<file path="src/sv/tga16_rle_packet_encoder_top_assert.svh">
// ----------------------------------------------------------------------------
// TGA RLE encoder assertion macros
// Concurrent checks with a clock, an active-low reset, an antecedent and
// a consequent. They expand to nothing in synthesis.
// ----------------------------------------------------------------------------
`ifndef TGA16_RLE_PACKET_ENCODER_TOP_ASSERT_SVH
`define TGA16_RLE_PACKET_ENCODER_TOP_ASSERT_SVH

`ifndef SYNTHESIS

// same-cycle implication
`define TGA_ASSERT_NOW(lbl, clk, rst_n, ante, cons) \
    lbl: assert property (@(posedge clk) disable iff (!rst_n) (ante) |-> (cons)) \
        else $error("tga rle check failed");

// next-cycle implication
`define TGA_ASSERT_NEXT(lbl, clk, rst_n, ante, cons) \
    lbl: assert property (@(posedge clk) disable iff (!rst_n) (ante) |=> (cons)) \
        else $error("tga rle check failed");

`else

`define TGA_ASSERT_NOW(lbl, clk, rst_n, ante, cons)
`define TGA_ASSERT_NEXT(lbl, clk, rst_n, ante, cons)

`endif

`endif

</file>
<file path="src/sv/tga_rle_pkg.sv">
`timescale 1ns / 1ps
// ----------------------------------------------------------------------------
// TGA RLE encoder package
// Word types, packet modes, sequencer states and fixed widths.
// ----------------------------------------------------------------------------
package tga_rle_pkg;

    localparam int PIXEL_W  = 16;
    localparam int COUNT_W  = 8;
    localparam int HDR_W    = 8;
    localparam int GROUP_W  = 64;
    localparam int GCOUNT_W = 3;

    localparam logic CMD_PIXEL = 1'b0;
    localparam logic CMD_FLUSH = 1'b1;

    localparam logic [HDR_W-1:0] HDR_RUN_FLAG = 8'h80;

    typedef enum logic [1:0] {
        MODE_EMPTY  = 2'd0,
        MODE_SINGLE = 2'd1,
        MODE_RUN    = 2'd2,
        MODE_RAW    = 2'd3
    } t_mode;

    typedef enum logic [1:0] {
        ST_IDLE   = 2'd0,
        ST_HEADER = 2'd1,
        ST_GROUP  = 2'd2,
        ST_OUT    = 2'd3
    } t_state;

    typedef struct packed {
        logic               cmd;
        logic [PIXEL_W-1:0] pixel;
        logic               line_end;
    } t_in_word;

    typedef struct packed {
        logic                is_header;
        logic [HDR_W-1:0]    header_byte;
        logic [GROUP_W-1:0]  pixel_group;
        logic [GCOUNT_W-1:0] group_count;
        logic                last;
    } t_out_word;

endpackage

</file>
<file path="src/sv/tga_rle_if.sv">
`timescale 1ns / 1ps
// ----------------------------------------------------------------------------
// TGA RLE stream interface
// Valid/ready channel carrying one word of type T.
// ----------------------------------------------------------------------------
interface tga_rle_if #(
    parameter type T = logic
);
    logic valid;
    logic ready;
    T     data;

    modport source (output valid, output data, input ready);
    modport sink   (input valid, input data, output ready);
endinterface

</file>
<file path="src/sv/tga_rle_ram.sv">
`timescale 1ns / 1ps
// ----------------------------------------------------------------------------
// TGA RLE generic RAM
// One write port, one read port, read data registered.
// ----------------------------------------------------------------------------
module tga_rle_ram #(
    parameter int WIDTH = 16,
    parameter int DEPTH = 128
) (
    input  logic                     i_clk,
    input  logic                     i_wr_en,
    input  logic [$clog2(DEPTH)-1:0] i_wr_addr,
    input  logic [WIDTH-1:0]         i_wr_data,
    input  logic                     i_rd_en,
    input  logic [$clog2(DEPTH)-1:0] i_rd_addr,
    output logic [WIDTH-1:0]         o_rd_data
);

    logic [WIDTH-1:0] r_mem [DEPTH];
    logic [WIDTH-1:0] r_rd_data;

    always_ff @(posedge i_clk) begin
        if (i_wr_en) begin
            r_mem[i_wr_addr] <= i_wr_data;
        end
        if (i_rd_en) begin
            r_rd_data <= r_mem[i_rd_addr];
        end
    end

    assign o_rd_data = r_rd_data;

endmodule

</file>
<file path="src/sv/tga16_rle_packet_encoder_top.sv">
`timescale 1ns / 1ps
// ----------------------------------------------------------------------------
// TGA 16-bit RLE packet encoder
// Groups 16-bit pixels into type 10 run and raw packets.
// ----------------------------------------------------------------------------
// Input channel i_in: one word per pixel (cmd = 0) or a flush (cmd = 1).
// Output channel o_out: a header byte word, then pixel group words of up
// to four pixels each; last marks the final word caused by one input.
// A pixel that only grows the pending packet leaves the input ready, so
// such pixels stream one per cycle. A word that closes a packet holds off
// input while the packet drains: the header word first, then pixel group
// words of up to four pixels, filled one pixel at a time from the read
// port of the pixel store.
// Reset empties the encoder and clears the previous pixel to zero; the
// pixel store is not cleared and needs no clearing pass.
// A stalled receiver holds the output register; the sequencer waits on it
// and the input stays blocked until the packet has been handed off.
// ----------------------------------------------------------------------------
`include "tga16_rle_packet_encoder_top_assert.svh"

module tga16_rle_packet_encoder_top #(
    parameter int MAX_PACKET = 128
) (
    input  logic      i_clk,
    input  logic      i_rst_n,
    tga_rle_if.sink   i_in,
    tga_rle_if.source o_out
);

    localparam int AW = (MAX_PACKET > 1) ? $clog2(MAX_PACKET) : 1;
    localparam logic [tga_rle_pkg::COUNT_W-1:0] LP_MAX =
        tga_rle_pkg::COUNT_W'(MAX_PACKET);

    tga_rle_pkg::t_state    r_state, n_state;
    tga_rle_pkg::t_mode     r_mode, n_mode;
    logic [tga_rle_pkg::COUNT_W-1:0]  r_count, n_count;
    logic [tga_rle_pkg::PIXEL_W-1:0]  r_prev, n_prev;

    logic [tga_rle_pkg::COUNT_W-1:0]  r_len, r_rd_idx, r_cap_idx;
    logic [tga_rle_pkg::HDR_W-1:0]    r_hdr;
    logic                             r_wpend;
    logic [tga_rle_pkg::PIXEL_W-1:0]  r_pix;
    logic [tga_rle_pkg::GROUP_W-1:0]  r_grp;
    logic [tga_rle_pkg::GCOUNT_W-1:0] r_gcnt;
    logic                             r_dv;

    tga_rle_pkg::t_out_word r_out;
    logic                   r_out_vld;

    tga_rle_pkg::t_in_word w;
    logic acc, eq, full;
    logic [tga_rle_pkg::COUNT_W-1:0] cnt_m1, cnt_m2, n_cap;
    logic [tga_rle_pkg::HDR_W-1:0]   pend_hdr, a_hdr;
    logic [tga_rle_pkg::COUNT_W-1:0] pend_len, a_len;
    logic a_emit, a_wpend, a_wr_now;
    logic [AW-1:0] a_wr_addr;

    logic out_free, rd_en, cap, grp_done, ld_hdr, ld_grp, pkt_done, fin_wr;
    logic          wr_en;
    logic [AW-1:0] wr_addr;
    logic [tga_rle_pkg::PIXEL_W-1:0] wr_data, rd_data;

    assign w        = i_in.data;
    assign i_in.ready = (r_state == tga_rle_pkg::ST_IDLE);
    assign acc      = i_in.valid && i_in.ready;
    assign eq       = (w.pixel == r_prev);
    assign full     = (r_count >= LP_MAX);
    assign cnt_m1   = r_count - 8'd1;
    assign cnt_m2   = r_count - 8'd2;
    assign out_free = !r_out_vld || o_out.ready;
    assign n_cap    = r_cap_idx + 8'd1;
    assign pkt_done = (r_cap_idx == r_len);

    // pending packet as it would be emitted now
    always_comb begin
        case (r_mode)
            tga_rle_pkg::MODE_SINGLE: begin
                pend_hdr = '0;
                pend_len = 8'd1;
            end
            tga_rle_pkg::MODE_RUN: begin
                pend_hdr = tga_rle_pkg::HDR_RUN_FLAG | {1'b0, cnt_m1[6:0]};
                pend_len = 8'd1;
            end
            tga_rle_pkg::MODE_RAW: begin
                pend_hdr = {1'b0, cnt_m1[6:0]};
                pend_len = r_count;
            end
            default: begin
                pend_hdr = '0;
                pend_len = '0;
            end
        endcase
    end

    // packet decision for an accepted word
    always_comb begin
        a_emit    = 1'b0;
        a_hdr     = pend_hdr;
        a_len     = pend_len;
        a_wpend   = 1'b0;
        a_wr_now  = 1'b0;
        a_wr_addr = r_count[AW-1:0];
        n_mode    = r_mode;
        n_count   = r_count;
        n_prev    = r_prev;
        if (w.cmd == tga_rle_pkg::CMD_FLUSH) begin
            a_emit  = (r_mode != tga_rle_pkg::MODE_EMPTY);
            n_mode  = tga_rle_pkg::MODE_EMPTY;
            n_count = '0;
        end else begin
            n_prev = w.pixel;
            if (full) begin
                a_emit  = 1'b1;
                a_wpend = 1'b1;
                n_mode  = tga_rle_pkg::MODE_SINGLE;
                n_count = 8'd1;
            end else begin
                case (r_mode)
                    tga_rle_pkg::MODE_EMPTY: begin
                        a_wr_now  = 1'b1;
                        a_wr_addr = '0;
                        n_mode    = tga_rle_pkg::MODE_SINGLE;
                        n_count   = 8'd1;
                    end
                    tga_rle_pkg::MODE_SINGLE: begin
                        n_count = r_count + 8'd1;
                        if (eq) begin
                            n_mode = tga_rle_pkg::MODE_RUN;
                        end else begin
                            n_mode   = tga_rle_pkg::MODE_RAW;
                            a_wr_now = 1'b1;
                        end
                    end
                    tga_rle_pkg::MODE_RUN: begin
                        if (eq) begin
                            n_count = r_count + 8'd1;
                        end else begin
                            a_emit  = 1'b1;
                            a_wpend = 1'b1;
                            n_mode  = tga_rle_pkg::MODE_SINGLE;
                            n_count = 8'd1;
                        end
                    end
                    default: begin
                        if (eq) begin
                            // repeat closes the raw packet without its last pixel
                            a_emit  = 1'b1;
                            a_hdr   = {1'b0, cnt_m2[6:0]};
                            a_len   = cnt_m1;
                            a_wpend = 1'b1;
                            n_mode  = tga_rle_pkg::MODE_RUN;
                            n_count = 8'd2;
                        end else begin
                            a_wr_now = 1'b1;
                            n_count  = r_count + 8'd1;
                        end
                    end
                endcase
            end
        end
    end

    // sequencer next state
    always_comb begin
        n_state = r_state;
        case (r_state)
            tga_rle_pkg::ST_IDLE: begin
                if (acc && a_emit) n_state = tga_rle_pkg::ST_HEADER;
            end
            tga_rle_pkg::ST_HEADER: begin
                if (out_free) n_state = tga_rle_pkg::ST_GROUP;
            end
            tga_rle_pkg::ST_GROUP: begin
                if (grp_done) n_state = tga_rle_pkg::ST_OUT;
            end
            tga_rle_pkg::ST_OUT: begin
                if (out_free) begin
                    n_state = pkt_done ? tga_rle_pkg::ST_IDLE : tga_rle_pkg::ST_GROUP;
                end
            end
            default: n_state = tga_rle_pkg::ST_IDLE;
        endcase
    end

    // sequencer outputs
    always_comb begin
        rd_en    = 1'b0;
        cap      = 1'b0;
        grp_done = 1'b0;
        ld_hdr   = 1'b0;
        ld_grp   = 1'b0;
        fin_wr   = 1'b0;
        case (r_state)
            tga_rle_pkg::ST_HEADER: begin
                ld_hdr = out_free;
            end
            tga_rle_pkg::ST_GROUP: begin
                rd_en    = (r_rd_idx < r_len) && (r_rd_idx[7:2] == r_cap_idx[7:2]);
                cap      = r_dv;
                grp_done = r_dv && ((n_cap == r_len) || (n_cap[1:0] == 2'b00));
            end
            tga_rle_pkg::ST_OUT: begin
                ld_grp = out_free;
                fin_wr = out_free && pkt_done && r_wpend;
            end
            default: ;
        endcase
    end

    assign wr_en   = (acc && a_wr_now) || fin_wr;
    assign wr_addr = fin_wr ? '0 : a_wr_addr;
    assign wr_data = fin_wr ? r_pix : w.pixel;

    tga_rle_ram #(
        .WIDTH (tga_rle_pkg::PIXEL_W),
        .DEPTH (MAX_PACKET)
    ) u_store (
        .i_clk     (i_clk),
        .i_wr_en   (wr_en),
        .i_wr_addr (wr_addr),
        .i_wr_data (wr_data),
        .i_rd_en   (rd_en),
        .i_rd_addr (r_rd_idx[AW-1:0]),
        .o_rd_data (rd_data)
    );

    always_ff @(posedge i_clk) begin
        if (!i_rst_n) begin
            r_state   <= tga_rle_pkg::ST_IDLE;
            r_mode    <= tga_rle_pkg::MODE_EMPTY;
            r_count   <= '0;
            r_prev    <= '0;
            r_out_vld <= 1'b0;
            r_dv      <= 1'b0;
        end else begin
            r_state <= n_state;
            r_dv    <= rd_en;
            if (acc) begin
                r_mode  <= n_mode;
                r_count <= n_count;
                r_prev  <= n_prev;
            end
            if (ld_hdr || ld_grp) begin
                r_out_vld <= 1'b1;
            end else if (o_out.ready) begin
                r_out_vld <= 1'b0;
            end
        end
    end

    always_ff @(posedge i_clk) begin
        if (acc && a_emit) begin
            r_hdr     <= a_hdr;
            r_len     <= a_len;
            r_wpend   <= a_wpend;
            r_pix     <= w.pixel;
            r_rd_idx  <= '0;
            r_cap_idx <= '0;
            r_grp     <= '0;
        end
        if (rd_en) begin
            r_rd_idx <= r_rd_idx + 8'd1;
        end
        if (cap) begin
            r_grp[r_cap_idx[1:0]*tga_rle_pkg::PIXEL_W +: tga_rle_pkg::PIXEL_W] <= rd_data;
            r_cap_idx <= n_cap;
            r_gcnt    <= {1'b0, r_cap_idx[1:0]} + 3'd1;
        end
        if (ld_hdr) begin
            r_out.is_header   <= 1'b1;
            r_out.header_byte <= r_hdr;
            r_out.pixel_group <= '0;
            r_out.group_count <= '0;
            r_out.last        <= 1'b0;
        end else if (ld_grp) begin
            r_out.is_header   <= 1'b0;
            r_out.header_byte <= '0;
            r_out.pixel_group <= r_grp;
            r_out.group_count <= r_gcnt;
            r_out.last        <= pkt_done;
            r_grp             <= '0;
        end
    end

    assign o_out.valid = r_out_vld;
    assign o_out.data  = r_out;

    `TGA_ASSERT_NOW(a_count_cap, i_clk, i_rst_n, 1'b1, r_count <= LP_MAX)
    `TGA_ASSERT_NOW(a_mode_count, i_clk, i_rst_n, 1'b1, (r_mode == tga_rle_pkg::MODE_EMPTY) == (r_count == '0))
    `TGA_ASSERT_NOW(a_rd_bound, i_clk, i_rst_n, rd_en, r_rd_idx < r_len)
    `TGA_ASSERT_NOW(a_grp_count, i_clk, i_rst_n, r_out_vld && !r_out.is_header, r_out.group_count != '0)
    `TGA_ASSERT_NEXT(a_last_idle, i_clk, i_rst_n, ld_grp && pkt_done, r_state == tga_rle_pkg::ST_IDLE && r_out.last)

endmodule
</file>
<file path="src/flat_wrapper.sv">
// flat-port wrapper written by rule: the top's interface ports become plain ports
module tga16_rle_packet_encoder_top_flat 
#(
    parameter int MAX_PACKET = 128
)
  (i_clk, i_rst_n, i_in_valid, i_in_data, i_in_ready, o_out_valid, o_out_data, o_out_ready);
  tga_rle_if i_in_i ();
  tga_rle_if o_out_i ();
  input  logic i_clk;
  input  logic i_rst_n;
  input wire logic [$bits(i_in_i.valid)-1:0] i_in_valid;
  input wire logic [$bits(i_in_i.data)-1:0] i_in_data;
  output wire logic [$bits(i_in_i.ready)-1:0] i_in_ready;
  output wire logic [$bits(o_out_i.valid)-1:0] o_out_valid;
  output wire logic [$bits(o_out_i.data)-1:0] o_out_data;
  input wire logic [$bits(o_out_i.ready)-1:0] o_out_ready;
  assign i_in_i.valid = i_in_valid;
  assign i_in_i.data = i_in_data;
  assign i_in_ready = i_in_i.ready;
  assign o_out_valid = o_out_i.valid;
  assign o_out_data = o_out_i.data;
  assign o_out_i.ready = o_out_ready;
  tga16_rle_packet_encoder_top #(.MAX_PACKET(MAX_PACKET)) u_core (.i_clk(i_clk), .i_rst_n(i_rst_n), .i_in(i_in_i), .o_out(o_out_i));
endmodule
</file>
<file path="config.mk">
export PLATFORM = sky130hd
export DESIGN_NAME = tga16_rle_packet_encoder_top_flat
export DESIGN_NICKNAME = d
export VERILOG_FILES = /design/src/sv/tga_rle_pkg.sv /design/src/sv/tga_rle_if.sv /design/src/sv/tga_rle_ram.sv /design/src/sv/tga16_rle_packet_encoder_top.sv /design/src/flat_wrapper.sv
export VERILOG_INCLUDE_DIRS = /design/src /design/src/sv
export SDC_FILE = /design/constraint.sdc
export NUM_CORES = 1
export LEC_CHECK = 0
export BUFFER_PORTS_ARGS = -buffer_cell sky130_fd_sc_hd__buf_2
export CAP_MARGIN = 0
export CORE_ASPECT_RATIO = 0.75
export CORE_MARGIN = 5
export CORE_UTILIZATION = 56
export CTS_CLUSTER_SIZE = 28
export DETAILED_ROUTE_END_ITERATION = 12
export PLACE_DENSITY = 0.82
export SLEW_MARGIN = 30
export SYNTH_ARGS = -nofsm -noshare
export SYNTH_HDL_FRONTEND = slang
export SYNTH_SLANG_ARGS = --single-unit
</file>
<file path="constraint.sdc">
create_clock -name i_clk -period 2.2 [get_ports i_clk]
set_input_delay 0.44 -clock i_clk [delete_from_list [all_inputs] [get_ports i_clk]]
set_output_delay 0.44 -clock i_clk [all_outputs]
set_load 0.03 [all_outputs]
</file>
==> qor.yml, run 1 <==
clk_pin_slew_ns: 0.07
ys_seq_elements: 39
track_usage_pct: 19.78
ff2ff_setup_slack_ns: 0.11
drcViolationCount: 0
start_util_pct: 58.94
power_frac_seq_pct: 57.5
drt-total-wl_mm: 5.089
grt_pass1_wl_mm: 8.763
tns_ns: 0
routed_via_density: 5.814
min_period_ns: 2.090
drv_cap: 0
maxSlewViolCount: 0
port_buffers: 6
synthArstFlopShare_pct: 0
cp-start-kind: "register"
final_common_cell: "nor2_1"
cts_sinks: 39
p_sw_uw: 333.4
areaGrowthSynthToFinish_pct: 8.380
period_share_pct: 94.99
maxSlewHeadroom_pct: 71.55
clockBufferDepth: 2
power.total_mw: 1.392
clk_latency_ns: 0.29
yosysWarnings: 0
fin_skew_ns: 0.006673
post-cts-setup-buffers: 0
power.internal_mw: 1.059
power_density_nw_per_um2: 527.8
row_count: 20
antenna_found_initial: 0
gp_congestion: 0.9271
die_x_um: 86.12
first_iter_violations: 195
fmax_mhz: 478.5
wl_per_cell_um: 15.52
crit_arrival_ns: 2.08
status: "finished clean"
regArea_sq_um: 1021
timing.final.ws_setup_ns: 0.1103
hold_viol_final: 0
crit_fanout: 8
dieArea_sq_um: 5778
rsz0062_at_grt: "false"
multi_input_area_sq_um: 1297
syn-num-nets: 283
hold_path.class: "register to register"
leakagePower_nw: 1.014
via_count: 1907
swShare_pct: 23.95
cp_data_required_time_ns: 2.19
ir_drop_v: 0.0003608
p_comb_share_pct: 9.1
nets: 293
holdWs_ns: 0.4530
layout_common_cells: "nor2_1 (28), edfxtp_1 (24), inv_1 (19)"
dp_hpwl_mm: 3.741
cts_root_buffer: "clkbuf_8"
syn_area_per_cell_sq_um: 9.288
firstDrtPassIters: 5
place_ws_ns: -0.002559
syn_area_sq_um: 2434
drive_gt1_share_pct: 10.62
num_antenna_cells: 0
ys_seq_area_share_pct: 41.95
fillCellCount: 350
synth_flop_cell: "edfxtp_1"
worstMarginPinSlew_ns: 0.4262
synth_cell_type_count: 42
numCtsBuffers: 5
num_io_pins: 8
dp_cells: 320
synth_edf_count: 24
die_h_um: 67.09
h-tree-depth: 2
grt_max_degree: 12
ant_nets: 0
grt_pass1_vias: 1803
end_kind: "register"
grt-ovfl-total: 0
syn_inst: 262
final_cells: 328
core_sq_um: 4129
cts_hold_buf: 0
cts_tree: "yes"
setup_viol: 0
p_clk_share_pct: 33.5
criticalPathCategory: "register to register"
==> metal layers <==
metal	share of wire, %	routed length (um)	up-vias	global-route usage (%)
li1	-	-	933	-
met1	52	2627	910	28.17
met2	42	2150	58	29.71
met3	5.4	273	6	5.933
met4	0.75	38	0	3.557
met5	0	0	-	0
==> cell type report <==
| cell class | instances | area share (%) |
|---|---|---|
| multi-input cells | 192 | 49.19 |
| flip-flops and latches | 39 | 38.71 |
| repair buffers | 14 | 3.558 |
| clock buffers | 7 | 2.894 |
| inverters | 20 | 2.846 |
| well taps | 55 | 2.609 |
| clock inverters | 1 | 0.1898 |
==> synthesized netlist by cell type, drive strengths merged, types with 2 or more instances <==
library cell   n  share of area (%)
nand4          7                1.8
xnor2         16                5.8
nor4           2               0.51
nand2b         5                1.3
nor3           5                1.0
clkbuf         6               0.93
nand2         15                2.3
o21ai         20                4.6
or4            2               0.62
nor2          28                4.3
nand3         10                2.1
inv           20                3.1
xor2          17                6.1
a21oi         11                2.3
or3b           2               0.72
o211ai         3               0.93
nor3b          2               0.62
and2           3               0.77
a211oi         3               0.93
ha            16                8.2
a21o           2               0.62
buf            5                1.3
dfxtp         15                 12
edfxtp        24                 30
or3            6                1.5
and3           4                1.0
nand3b         2               0.62
==> final timing paths <==
check	end	cells after the start	startpoint
max	u_core.r_rd_idx[0]	7	u_core.r_len[6]
min	u_core.o_out.data	1	u_core.o_out.data
max reg2reg	u_core.r_rd_idx[0]	7	u_core.r_len[6]
min reg2reg	u_core.o_out.data	1	u_core.o_out.data
==> kinds of logic after synthesis <==
group | synth area share (%)
flip-flops | 41.95
adder cells (fa/ha/maj) | 8.226
AO/OA/AOI/OAI | 12.55
XOR/XNOR | 11.88
buffers and inverters | 5.295
AND/OR/NAND/NOR | 20.10
==> worst max-delay path, cell delays in order (launching register included) <==
cell and delay, ns:
edfxtp_1 0.41, inv_1 0.08, ha_1 0.24, a21o_1 0.20, a2111oi_2 0.31, nand4_1 0.14
a41o_1 0.28, nand2_4 0.14
==> state kept, by name (all words and copies together), names as in the netlist <==
| register | count |
|---|---|
| u_core.r_count | 8 |
| u_core.r_cap_idx | 8 |
| u_core.r_mode | 2 |
| u_core.r_len | 8 |
| u_core.o_out.data | 1 |
| u_core.r_rd_idx | 8 |
| u_core.r_state | 2 |
| u_core.r_dv | 1 |
| u_core.o_out.valid | 1 |
==> power by group through the flow <==
stage	sequential [mW]	clock [mW]	combinational, mW
after floorplan	0.809	0	0.0953
after global placement	0.815	0	0.118
after detailed placement	0.815	0	0.121
after CTS	0.799	0.477	0.123
after global routing	0.801	0.522	0.143
final	0.800	0.466	0.126
==> repair_timing <==
item	CTS	global route
pin swaps	0	3
resized for setup	1	2
endpoints found under the setup margin	10	16
==> through the flow <==
stage / utilization [%] / area [sq um]
floorplan: - / 2441
global placement: 61.67 / 2546
detailed placement: 61.67 / 2546
CTS: 63.67 / 2629
global route: 63.88 / 2638
finish: 63.88 / 2638
(Power assumes the default switching activity.)
==> inputs of run 2 (changes only) <==
CELL_PAD_IN_SITES_DETAIL_PLACEMENT = 1   (was unset)
CELL_PAD_IN_SITES_GLOBAL_PLACEMENT = 2   (was unset)
CORE_UTILIZATION = 36   (was 56)
==> qor.yml, run 2 (synthesis results as in run 1) <==
status: "finished clean"
areaGrowthSynthToFinish_pct: 13.37
criticalPathCategory: "register to register"
layout_common_cells: "nor2_1 (28), edfxtp_1 (24), inv_1 (19)"
leakagePower_nw: 1.066  # +5.1%
period_share_pct: 92.83  # -2.2 points
num_antenna_cells: 0  # unchanged
first_iter_violations: 77  # -61%
drive_gt1_share_pct: 13.57  # +2.9 points
routed_via_density: 5.242  # -9.8%
port_buffers: 6  # unchanged
whs_path_depth: 2  # +1
cp-start-kind: "register"
fmax_mhz: 489.7  # +2.3%
track_usage_pct: 14.96  # -4.8 points
ant_nets: 0  # unchanged
setup_viol: 0  # unchanged
rsz0062_at_grt: "false"
fillCellCount: 798  # +130%
grt_busiest_layer: "met1"
power.internal_mw: 1.203  # +14%
crit_fanout: 8  # unchanged
cp_data_required_time_ns: 2.20  # about the same
worstMarginPinSlew_ns: 0.4748  # +0.04861 ns
cts_root_buffer: "clkbuf_8"
drv_cap: 0  # unchanged
p_comb_share_pct: 8.3  # -0.8 points
start_util_pct: 36.31  # -23 points
gp_congestion: 0.7701  # -17%
worstReg2RegStart: "u_core.r_rd_idx[6]"
min-delay-start: "i_rst_n"
via_count: 1908  # +0.052%
cts_hold_buf: 0  # unchanged
fin_skew_ns: 0.008125  # +0.001452 ns
numCtsBuffers: 5  # unchanged
maxSlewHeadroom_pct: 68.30  # -3.2 points
h-tree-depth: 2  # unchanged
clk_latency_ns: 0.29  # about the same
final_cells: 364  # +11%
wl_per_cell_um: 16.60  # +7.0%
die_h_um: 81.21  # +21%
maxSlewViolCount: 0  # unchanged
drcViolationCount: 0  # unchanged
rr_endpoint: "u_core.r_rd_idx[4]"
hold_path.class: "input port to register"
dp_cells: 355  # +11%
ir_drop_v: 0.0003369  # -6.6%
tns_ns: 0  # unchanged
drt-total-wl_mm: 6.041  # +19%
grt-ovfl-total: 0  # unchanged
grtUsageMet2_pct: 21.73  # -8.0 points
die_x_um: 104.9  # +22%
grtUsageMet3_pct: 3.971  # -2.0 points
cts_sinks: 39  # unchanged
power_density_nw_per_um2: 566.0  # +7.2%
min_to: "u_core.r_mode[0]"
end_kind: "register"
ff2ff_setup_slack_ns: 0.16  # +0.05 ns
hold_viol_final: 0  # unchanged
grt_pass1_wl_mm: 10.03  # +14%
num_io_pins: 8  # unchanged
min_period_ns: 2.042  # -0.04745 ns
clockBufferDepth: 2  # unchanged
p_clk_share_pct: 40.5  # +7.0 points
grt_pass1_vias: 1941  # +7.7%
dieArea_sq_um: 8522  # +47%
crit_arrival_ns: 2.04  # -0.04 ns
final_common_cell: "nor2_1"
grt_max_degree: 13  # +1
r2r_cells: 6  # -1
clk_pin_slew_ns: 0.08  # about the same
swShare_pct: 22.94  # -1.0 points
row_count: 26  # +30%
p_sw_uw: 358.3  # +7.5%
power_frac_seq_pct: 51.2  # -6.3 points
core_sq_um: 6701  # +62%
cts_tree: "yes"
firstDrtPassIters: 4  # -1
use_met1_pct: 21.75  # -6.4 points
dp_hpwl_mm: 4.645  # +24%
antenna_found_initial: 0  # unchanged
nets: 300  # +2.4%
run 2: cell types whose count changed in the layout (fill, tap and decap cells not counted):
| cell | before | now |
|---|---|---|
| clkbuf_8 | 5 | 6 |
| buf_4 | 7 | 15 |
| clkbuf_1 | 2 | 0 |
| buf_6 | 1 | 0 |
| bufinv_16 | 0 | 1 |
run 2: final cells by class:
type / count / area [sq um] / area share, %
flip-flops and latches: 39 / 1021 / 37.01
repair buffers: 21 / 142.6 / 5.170
clock buffers: 6 / 82.58 / 2.993
clock inverters: 2 / 35.03 / 1.270
multi-input cells: 192 / 1297 / 47.03
inverters: 20 / 75.07 / 2.721
well taps: 84 / 105.1 / 3.810
run 2: per-stage QoR:
step | util (%) | cell area (sq um) | total power, mW | setup slack (ns) | hold WS (ns)
floorplan | - | 2441 | 0.9043 | 0.02125 | 0.4985
global placement | 39.21 | 2628 | 0.9397 | 0.1058 | 0.4296
detailed placement | 39.21 | 2628 | 0.9429 | 0.02253 | 0.4830
CTS | 40.96 | 2745 | 1.582 | 0.002250 | 0.4462
global route | 41.17 | 2759 | 1.645 | 0.02018 | 0.4377
finish | 41.17 | 2759 | 1.562 | 0.1578 | 0.4553
run 2: power groups by stage:
| stage | Clock [mW] | Sequential, mW | Combinational (mW) |
|---|---|---|---|
| detailed placement | 0 | 0.816 | 0.127 |
| global placement | 0 | 0.816 | 0.124 |
| finish | 0.633 | 0.800 | 0.129 |
| floorplan | 0 | 0.809 | 0.0953 |
| global route | 0.696 | 0.802 | 0.147 |
| CTS | 0.654 | 0.799 | 0.129 |
run 2: what timing repair did:
action                     CTS  global route
setup endpoints to repair    0            17
setup buffers                0             1
gates resized for setup      0             2
run 2: how the worst max path moves through the flow:
stage                       startpoint                  to  slack, ns  cells after the start
CTS                    u_core.r_len[6]  u_core.r_rd_idx[2]      0.002                      7
floorplan           u_core.r_rd_idx[6]  u_core.r_rd_idx[0]       0.02                      7
finish              u_core.r_rd_idx[6]  u_core.r_rd_idx[4]       0.16                      6
global placement       u_core.r_len[6]  u_core.r_rd_idx[2]       0.11                      7
global route        u_core.r_rd_idx[6]  u_core.r_rd_idx[7]       0.02                      7
detailed placement     u_core.r_len[6]  u_core.r_rd_idx[2]       0.02                      7
run 2: worst max-delay path, cell delays in order, from the launching register on:
cell and delay [ns]:
edfxtp_1 0.40, ha_1 0.32, a21o_1 0.20, a2111oi_2 0.29, nand4_1 0.13, a41o_1 0.27, nand2_4 0.14
run 2: routing by layer:
metal | share of wire (%) | routed length (um)
met5 | 0 | 0
met4 | 1.2 | 74
met3 | 3.6 | 215
met2 | 42 | 2520
met1 | 53 | 3230
